**config.mk**
```make
export PLATFORM = sky130hd
export DESIGN_NAME = auto_hold_relay_controller
export DESIGN_NICKNAME = d
export VERILOG_FILES = /design/src/hw/rtl/ahr_pkg.sv /design/src/hw/rtl/ahr_cfg_regs.sv /design/src/hw/rtl/ahr_decide.sv /design/src/hw/rtl/auto_hold_relay_controller.sv
export SDC_FILE = /design/constraint.sdc
export NUM_CORES = 1
export LEC_CHECK = 0
export BUFFER_PORTS_ARGS = -buffer_cell sky130_fd_sc_hd__clkbuf_2
export CAP_MARGIN = 30
export CORE_AREA = 2 2 107 109
export CTS_CLUSTER_DIAMETER = 30
export DETAILED_ROUTE_END_ITERATION = 16
export DIE_AREA = 0 0 109 111
export PLACE_DENSITY = 0.65
export SETUP_SLACK_MARGIN = 0.05
export SYNTH_ARGS = -nofsm -noshare
export SYNTH_HDL_FRONTEND = slang
export SYNTH_SLANG_ARGS = --single-unit
```
**constraint.sdc**
```tcl
create_clock -name clk -period 6.85 [get_ports clk]
set_input_delay 0.3425 -clock clk [delete_from_list [all_inputs] [get_ports clk]]
set_output_delay 0.3425 -clock clk [all_outputs]
set_load 0.01 [all_outputs]
```
**src/hw/rtl/ahr_pkg.sv**
```systemverilog
// Package for the auto hold relay controller.
// Holds the status and gear codes and the structs for configuration, tick beats and state.
// No dependencies.
package ahr_pkg;

    localparam logic [7:0] AH_OFF     = 8'h04;
    localparam logic [7:0] AH_READY   = 8'h20;
    localparam logic [7:0] AH_HOLDING = 8'h30;

    localparam logic [7:0] GEAR_PARK  = 8'h00;
    localparam logic [7:0] GEAR_DRIVE = 8'h05;
    localparam logic [7:0] GEAR_NEUT  = 8'h06;
    localparam logic [7:0] GEAR_REV   = 8'h07;

    localparam int CFG_INDEX_W = 3;
    localparam int CFG_DATA_W  = 8;

    localparam logic [CFG_INDEX_W-1:0] REG_RESUME_SPEED_LIMIT    = 3'd0;
    localparam logic [CFG_INDEX_W-1:0] REG_RELEASE_SPEED_MIN     = 3'd1;
    localparam logic [CFG_INDEX_W-1:0] REG_NEUTRAL_CONFIRM_TICKS = 3'd2;
    localparam logic [CFG_INDEX_W-1:0] REG_FEEDBACK_WAIT_TICKS   = 3'd3;

    localparam logic [7:0] RESET_RESUME_SPEED_LIMIT    = 8'd50;
    localparam logic [7:0] RESET_RELEASE_SPEED_MIN     = 8'd15;
    localparam logic [3:0] RESET_NEUTRAL_CONFIRM_TICKS = 4'd3;
    localparam logic [7:0] RESET_FEEDBACK_WAIT_TICKS   = 8'd30;

    localparam logic [3:0] NEUTRAL_COUNT_MAX = 4'd15;
    localparam logic [7:0] WAIT_COUNT_MAX    = 8'd255;
    localparam logic [7:0] PREV_HOLD_RESET   = 8'hFF;

    typedef struct packed {
        logic [7:0] resume_speed_limit;
        logic [7:0] release_speed_min;
        logic [3:0] neutral_confirm_ticks;
        logic [7:0] feedback_wait_ticks;
    } cfg_t;

    typedef struct packed {
        logic [7:0] gear_code;
        logic [7:0] hold_status;
        logic [7:0] vehicle_speed;
        logic       cancel_event;
        logic       cruise_on;
        logic       brake_on;
        logic       data_stale;
    } tick_t;

    typedef struct packed {
        logic       first_pass;
        logic [7:0] prev_hold_status;
        logic       manual_off;
        logic       temp_pause;
        logic       reverse_seen;
        logic [3:0] neutral_count;
        logic [7:0] filtered_gear;
        logic       awaiting_feedback;
        logic [7:0] wait_count;
    } ctrl_state_t;

    localparam ctrl_state_t STATE_RESET = '{
        first_pass:        1'b1,
        prev_hold_status:  PREV_HOLD_RESET,
        manual_off:        1'b0,
        temp_pause:        1'b0,
        reverse_seen:      1'b0,
        neutral_count:     4'd0,
        filtered_gear:     GEAR_PARK,
        awaiting_feedback: 1'b0,
        wait_count:        8'd0
    };

endpackage

```
**src/hw/rtl/ahr_cfg_regs.sv**
```systemverilog
// Configuration registers of the auto hold relay controller.
// Depends on ahr_pkg for the register indexes, reset values and cfg_t.
module ahr_cfg_regs (
    input  logic                           clk,
    input  logic                           rst_n,
    input  logic                           cfg_write_en,
    input  logic [ahr_pkg::CFG_INDEX_W-1:0] cfg_index,
    input  logic [ahr_pkg::CFG_DATA_W-1:0]  cfg_data,
    output ahr_pkg::cfg_t                  cfg
);

    ahr_pkg::cfg_t cfg_reg;
    ahr_pkg::cfg_t cfg_next;

    always_comb
    begin
        cfg_next = cfg_reg;
        if (cfg_write_en)
        begin
            case (cfg_index)
                ahr_pkg::REG_RESUME_SPEED_LIMIT:    cfg_next.resume_speed_limit = cfg_data;
                ahr_pkg::REG_RELEASE_SPEED_MIN:     cfg_next.release_speed_min = cfg_data;
                ahr_pkg::REG_NEUTRAL_CONFIRM_TICKS: cfg_next.neutral_confirm_ticks = cfg_data[3:0];
                ahr_pkg::REG_FEEDBACK_WAIT_TICKS:   cfg_next.feedback_wait_ticks = cfg_data;
                default:                            cfg_next = cfg_reg;
            endcase
        end
    end

    always_ff @(posedge clk or negedge rst_n)
    begin
        if (!rst_n)
        begin
            cfg_reg.resume_speed_limit    <= ahr_pkg::RESET_RESUME_SPEED_LIMIT;
            cfg_reg.release_speed_min     <= ahr_pkg::RESET_RELEASE_SPEED_MIN;
            cfg_reg.neutral_confirm_ticks <= ahr_pkg::RESET_NEUTRAL_CONFIRM_TICKS;
            cfg_reg.feedback_wait_ticks   <= ahr_pkg::RESET_FEEDBACK_WAIT_TICKS;
        end
        else
        begin
            cfg_reg <= cfg_next;
        end
    end

    assign cfg = cfg_reg;

endmodule

```
**src/hw/rtl/ahr_decide.sv**
```systemverilog
// Decision logic for one tick: next controller state, relay pulse and beep.
// Purely combinational; depends on ahr_pkg for codes and structs.
module ahr_decide (
    input  ahr_pkg::cfg_t        cfg,
    input  ahr_pkg::tick_t       tick,
    input  ahr_pkg::ctrl_state_t state_cur,
    output ahr_pkg::ctrl_state_t state_new,
    output logic                 relay_pulse,
    output logic                 beep_request
);

    always_comb
    begin
        ahr_pkg::ctrl_state_t st;
        logic                 fire;
        logic                 beep;
        logic                 waiting;
        logic [7:0]           ah;
        logic [7:0]           spd;

        st      = state_cur;
        fire    = 1'b0;
        beep    = 1'b0;
        waiting = 1'b0;
        ah      = tick.hold_status;
        spd     = tick.vehicle_speed;

        if (tick.data_stale)
        begin
            st.awaiting_feedback = 1'b0;
        end
        else
        begin
            if (st.first_pass)
            begin
                if (ah == ahr_pkg::AH_OFF)
                begin
                    st.manual_off = 1'b1;
                end
                st.prev_hold_status = ah;
                st.first_pass = 1'b0;
            end

            if (ah != st.prev_hold_status)
            begin
                if (!st.awaiting_feedback)
                begin
                    if (ah == ahr_pkg::AH_OFF)
                    begin
                        st.manual_off = 1'b1;
                        st.temp_pause = 1'b0;
                    end
                    else if (ah == ahr_pkg::AH_READY || ah == ahr_pkg::AH_HOLDING)
                    begin
                        st.manual_off = 1'b0;
                        st.temp_pause = 1'b0;
                    end
                end
                st.prev_hold_status = ah;
            end

            if (tick.gear_code == ahr_pkg::GEAR_NEUT)
            begin
                if (st.neutral_count < ahr_pkg::NEUTRAL_COUNT_MAX)
                begin
                    st.neutral_count = st.neutral_count + 4'd1;
                end
                if (st.neutral_count >= cfg.neutral_confirm_ticks)
                begin
                    st.filtered_gear = ahr_pkg::GEAR_NEUT;
                end
            end
            else
            begin
                st.filtered_gear = tick.gear_code;
                st.neutral_count = 4'd0;
            end

            if (st.awaiting_feedback)
            begin
                waiting = 1'b1;
                if (st.wait_count < ahr_pkg::WAIT_COUNT_MAX)
                begin
                    st.wait_count = st.wait_count + 8'd1;
                end
                if (st.wait_count >= cfg.feedback_wait_ticks)
                begin
                    st.awaiting_feedback = 1'b0;
                end
            end

            if (!waiting)
            begin
                if (tick.cancel_event && !tick.cruise_on && spd < cfg.resume_speed_limit
                    && !st.manual_off)
                begin
                    beep = 1'b1;
                    if (st.temp_pause)
                    begin
                        st.temp_pause = 1'b0;
                        if (ah == ahr_pkg::AH_OFF)
                        begin
                            fire = 1'b1;
                        end
                    end
                    else
                    begin
                        if (ah == ahr_pkg::AH_READY)
                        begin
                            if (tick.brake_on)
                            begin
                                fire = 1'b1;
                            end
                        end
                        else if (ah != ahr_pkg::AH_OFF)
                        begin
                            fire = 1'b1;
                        end
                        st.temp_pause = 1'b1;
                        st.reverse_seen = 1'b0;
                    end
                end

                if (st.temp_pause && spd >= cfg.resume_speed_limit)
                begin
                    st.temp_pause = 1'b0;
                    if (ah == ahr_pkg::AH_OFF)
                    begin
                        fire = 1'b1;
                    end
                end

                if (st.filtered_gear == ahr_pkg::GEAR_REV)
                begin
                    st.reverse_seen = 1'b1;
                    if (!st.temp_pause && !st.manual_off && !fire)
                    begin
                        if (ah == ahr_pkg::AH_HOLDING
                            || (ah == ahr_pkg::AH_READY && tick.brake_on))
                        begin
                            fire = 1'b1;
                        end
                    end
                end

                if (!fire && st.filtered_gear == ahr_pkg::GEAR_DRIVE
                    && spd >= cfg.release_speed_min && st.reverse_seen)
                begin
                    if (!st.manual_off && ah == ahr_pkg::AH_OFF)
                    begin
                        fire = 1'b1;
                        st.temp_pause = 1'b0;
                    end
                    st.reverse_seen = 1'b0;
                end

                if (!fire && st.filtered_gear == ahr_pkg::GEAR_DRIVE && spd == 8'd0
                    && ah == ahr_pkg::AH_OFF)
                begin
                    if (!st.temp_pause && !st.manual_off && !st.reverse_seen)
                    begin
                        fire = 1'b1;
                    end
                end

                if (st.filtered_gear == ahr_pkg::GEAR_PARK)
                begin
                    st.reverse_seen = 1'b0;
                    st.temp_pause = 1'b0;
                    if (!st.manual_off && !fire && ah == ahr_pkg::AH_OFF)
                    begin
                        fire = 1'b1;
                    end
                end

                if (fire)
                begin
                    st.awaiting_feedback = 1'b1;
                    st.wait_count = 8'd0;
                end
            end
        end

        state_new    = st;
        relay_pulse  = fire;
        beep_request = beep;
    end

endmodule

```
**src/hw/rtl/auto_hold_relay_controller.sv**
```systemverilog
// Top level of the auto hold relay controller: tick input register, controller state,
// result register. Depends on ahr_pkg, ahr_cfg_regs and ahr_decide.
//
//  Channel   Handshake               Payload
//  tick in   in_valid / in_stall     gear_code, hold_status, vehicle_speed, cancel_event,
//                                    cruise_on, brake_on, data_stale
//  result    out_valid / out_stall   relay_pulse, beep_request
//  config    cfg_write_en            cfg_index, cfg_data
//
// One tick beat is taken per cycle while the input is not stalled; it is registered in the
// tick register, and its result in the result register. The decision is combinational
// between the two, and the controller state is updated in the same cycle as the result register.
// Reset restores all configuration registers and the controller state.
// A stalled result register holds the tick register, which then stalls the input.
module auto_hold_relay_controller (
    input  logic                            clk,
    input  logic                            rst_n,
    input  logic                            in_valid,
    output logic                            in_stall,
    input  logic [7:0]                      gear_code,
    input  logic [7:0]                      hold_status,
    input  logic [7:0]                      vehicle_speed,
    input  logic                            cancel_event,
    input  logic                            cruise_on,
    input  logic                            brake_on,
    input  logic                            data_stale,
    output logic                            out_valid,
    input  logic                            out_stall,
    output logic                            relay_pulse,
    output logic                            beep_request,
    input  logic                            cfg_write_en,
    input  logic [ahr_pkg::CFG_INDEX_W-1:0] cfg_index,
    input  logic [ahr_pkg::CFG_DATA_W-1:0]  cfg_data
);

    ahr_pkg::cfg_t        cfg;
    ahr_pkg::tick_t       tick_reg;
    logic                 tick_valid_reg;
    ahr_pkg::ctrl_state_t state_reg;
    ahr_pkg::ctrl_state_t state_next;
    logic                 out_valid_reg;
    logic                 relay_reg;
    logic                 beep_reg;
    logic                 relay_next;
    logic                 beep_next;
    logic                 advance;
    logic                 take_in;

    ahr_cfg_regs u_cfg_regs (
        .clk          (clk),
        .rst_n        (rst_n),
        .cfg_write_en (cfg_write_en),
        .cfg_index    (cfg_index),
        .cfg_data     (cfg_data),
        .cfg          (cfg)
    );

    ahr_decide u_decide (
        .cfg          (cfg),
        .tick         (tick_reg),
        .state_cur    (state_reg),
        .state_new    (state_next),
        .relay_pulse  (relay_next),
        .beep_request (beep_next)
    );

    assign advance  = tick_valid_reg && (!out_valid_reg || !out_stall);
    assign in_stall = tick_valid_reg && !advance;
    assign take_in  = in_valid && !in_stall;

    always_ff @(posedge clk or negedge rst_n)
    begin
        if (!rst_n)
        begin
            tick_valid_reg <= 1'b0;
            out_valid_reg  <= 1'b0;
            state_reg      <= ahr_pkg::STATE_RESET;
        end
        else
        begin
            if (take_in)
            begin
                tick_valid_reg <= 1'b1;
            end
            else if (advance)
            begin
                tick_valid_reg <= 1'b0;
            end

            if (advance)
            begin
                out_valid_reg <= 1'b1;
                state_reg     <= state_next;
            end
            else if (!out_stall)
            begin
                out_valid_reg <= 1'b0;
            end
        end
    end

    always_ff @(posedge clk)
    begin
        if (take_in)
        begin
            tick_reg.gear_code     <= gear_code;
            tick_reg.hold_status   <= hold_status;
            tick_reg.vehicle_speed <= vehicle_speed;
            tick_reg.cancel_event  <= cancel_event;
            tick_reg.cruise_on     <= cruise_on;
            tick_reg.brake_on      <= brake_on;
            tick_reg.data_stale    <= data_stale;
        end
        if (advance)
        begin
            relay_reg <= relay_next;
            beep_reg  <= beep_next;
        end
    end

    assign out_valid    = out_valid_reg;
    assign relay_pulse  = relay_reg;
    assign beep_request = beep_reg;

endmodule

```
==> flow_summary.json <==
{
  "outcome": "finished, final reports clean",
  "arrival_ps": 3780,
  "pwr_density_cell_nw_per_um2": 315,
  "grtUsageTotal": 0.177,
  "min_period_ps": 3590,
  "hold_violations": 0,
  "finish.net_count": 562,
  "rsz0062_at_grt": "false",
  "place.gp.congestion": 0.917,
  "critPathSlowestCell": "or4_1",
  "synth_warnings": 0,
  "grt_pass1_vias": 3579,
  "power_switching_share": 0.307,
  "drt_iter0_drc": 220,
  "drt_wl_total_um": 9510,
  "die_h_um": 111,
  "cts_setup_buffers": 0,
  "worstSetupStartpointType": "flop",
  "ys_seq_area_frac": 0.520,
  "synth.area.top_cells": "dfrtp_1 21%, edfxtp_1 19%, dfstp_2 12%, ha_1 7.8%, mux2_2 4.7%",
  "dr_total_vias": 3427,
  "dpl_cell_area_um2": 5260,
  "ctsHtreeMaxLevel": 3,
  "cts_made_buffers": 9,
  "path_buf_inv": 0,
  "critPathMostFrequentCell": "ha_1",
  "slew_headroom": 0.440,
  "postCtsHoldBufs": 0,
  "core.rowCount": 39,
  "leakagePower_nw": 2.38,
  "finalInstanceArea_um2": 5550,
  "maxCapViolCount": 0,
  "r2r_slack_ps": 3260,
  "synthFlopType": "dfrtp_1",
  "top_level_ports": 48,
  "holdCritPathClass": "input port to async pin",
  "post-route-period-util": 0.524,
  "max-vdd-ir-drop_uv": 159,
  "synth_area_um2": 4820,
  "required_ps": 7040,
  "cts.clk_slew.worst_paths_ps": 70,
  "syn_nets": 506,
  "drc": 0,
  "crit_fanout": 5,
  "largest_reg_flops": 33,
  "intPower_mw": 1.21,
  "worstSetupPathType": "flop to flop",
  "dr.pass1.iters": 4,
  "cts_tree": "yes",
  "drive_gt1_frac": 0.258,
  "wire_per_inst_um": 15.0,
  "synth.distinct_cells": 63,
  "antenna_found_initial": 0,
  "fp.coreArea_um2": 11100,
  "synthesis.instances": 432,
  "fin_tns_setup_ps": 0,
  "cpPeakStageDelay_ps": 540,
  "grt_max_degree": 64,
  "synth.avg_cell_area_um2": 11.2,
  "synth_area_leader_cell": "dfrtp_1",
  "area_growth_pct": 15.1,
  "skew_ps": 9.74,
  "cp-end-kind": "flop",
  "overflow": 0,
  "n_antenna_cell": 0,
  "setup_viol": 0,
  "portBuffers": 47,
  "path_cells": "ha_1, nand3_1, mux2_2, ha_1, a211oi_1, o211ai_1, o21a_1, or4_1, nor2_1, o21ai_2, and4_4, nor3_2",
  "viasPerCell": 5.39,
  "start_util": 0.435,
  "finalMaxSlewViolations": 0,
  "tightest_slew_ps": 837,
  "hpwl_um": 6940,
  "clock-sinks": 93,
  "synth_edf_count": 30,
  "worstSkewPairLatency_ps": 340,
  "clock_tree.root_cell": "clkbuf_16",
  "drtAntennaViolNets": 0,
  "grt_pass1_wl_um": 16700,
  "floorplan.die_area_um2": 12100,
  "cts-resized-gates": 0,
  "p_comb_frac": 0.295,
  "cp_top_family": "simple AND/OR/NAND/NOR gates",
  "async_flop_share": 0.677,
  "clk_path_buf_depth": 2,
  "fmax_ghz": 0.279,
  "pwr-share-seq": 0.425,
  "synth_top_area_frac": 0.213,
  "clockPowerShare": 0.280,
  "die_w_um": 109,
  "ys_ff_latch": 93,
  "netSwitchingPower_mw": 0.536
}
==> power groups by stage <==
stage | logic [mW] | registers (mW) | clock network [mW]
floorplan | 0.398 | 0.730 | 0
global route | 0.595 | 0.753 | 0.524
finish | 0.515 | 0.741 | 0.489
global placement | 0.492 | 0.747 | 0
CTS | 0.518 | 0.741 | 0.501
detailed placement | 0.511 | 0.750 | 0
==> per-layer routing <==
metal,vias to the layer above,GRT usage,routed length [um]
li1,1681,-,-
met1,1672,0.236,4340
met2,57,0.275,4610
met3,17,0.0335,306
met4,0,0.0863,253
met5,-,0,0
==> worst register-to-register path: cells and delay by family (launching register included) <==
kind,cells,cell delay (ps)
muxes,1,360
AOI/OAI and AO/OA,4,980
and+or+nand+nor,5,1150
DFF,1,410
adders and majority gates,2,520
==> worst paths after layout <==
| path | endpoint | start | cells after the start |
|---|---|---|---|
| worst max register to register | relay_pulse | state_reg[17] | 12 |
| worst min-delay path | u_cfg_regs.cfg[18] | rst_n | 2 |
| worst max-delay path | relay_pulse | state_reg[17] | 12 |
| min in group clk | tick_reg[13] | hold_status[1] | 1 |
| max in group asynchronous | state_reg[16] | rst_n | 2 |
| worst min register to register | state_reg[13] | state_reg[13] | 1 |
==> metrics by stage <==
stage                      util  power [mW]  setup WS (ps)  cells  hold WS, ps
after floorplan               -        1.13           3590    432         46.9
after global placement    0.474        1.24           3410    619          472
after detailed placement  0.475        1.26           3360    620          481
after CTS                 0.501        1.76           3290    636          161
after global routing      0.501        1.87           3000    636          160
final                     0.501        1.74           3260    636          168
==> cell usage in the layout (no fill, tap or decap), types with 7 or more instances in the layout <==
cell type and instances:
nand2_1 47, clkbuf_2 47, dfrtp_1 41, inv_1 32, o21ai_0 30, ha_1 30, edfxtp_1 30, dfstp_2 22
mux2_2 20, nor2_1 16, nand2b_1 13, a21oi_1 12, nand3_1 11, clkbuf_16 9, xor2_1 8, a22o_1 8
nor3_1 7, nor4_1 7, a21o_1 7
==> Yosys cell counts (3+ instances only) <==
master and instances:
nor4_1 7, xnor2_1 4, nor3_1 7, a22oi_1 5, o21ai_0 30, a22o_1 8, o311ai_2 3, a211oi_1 3
dfrtp_1 41, clkbuf_1 7, nor2_1 16, xor2_1 8, nand2b_1 13, dfstp_2 22, o21ai_1 4, ha_1 30
edfxtp_1 30, a21o_1 7, mux2_2 20, nand4_1 3, nand2_1 47, inv_1 32, a21oi_1 12, and2_1 5
nand3_1 11, and3_1 4, a32o_1 3, o21a_1 5
==> cell families after synthesis <==
group                      after synthesis  synth area share
AOI/OAI and AO/OA                       99             0.145
muxes                                   22            0.0509
and+or+nand+nor                        136             0.151
xor gates and xnor gates                13            0.0252
buffers and inverters                   39            0.0304
adders and majority gates               30            0.0779
DFF                                     93             0.520
==> layout make-up <==
| class | count | area [um^2] |
|---|---|---|
| flip-flops and latches | 93 | 2500 |
| fillers | 988 | 5530 |
| repair buffers | 52 | 273 |
| multi-input cells | 300 | 2180 |
| clock inverters | 3 | 37.5 |
| inverters | 32 | 120 |
| well taps | 143 | 179 |
| clock buffers | 13 | 250 |
Note: power is estimated with default switching activity, not from simulation.
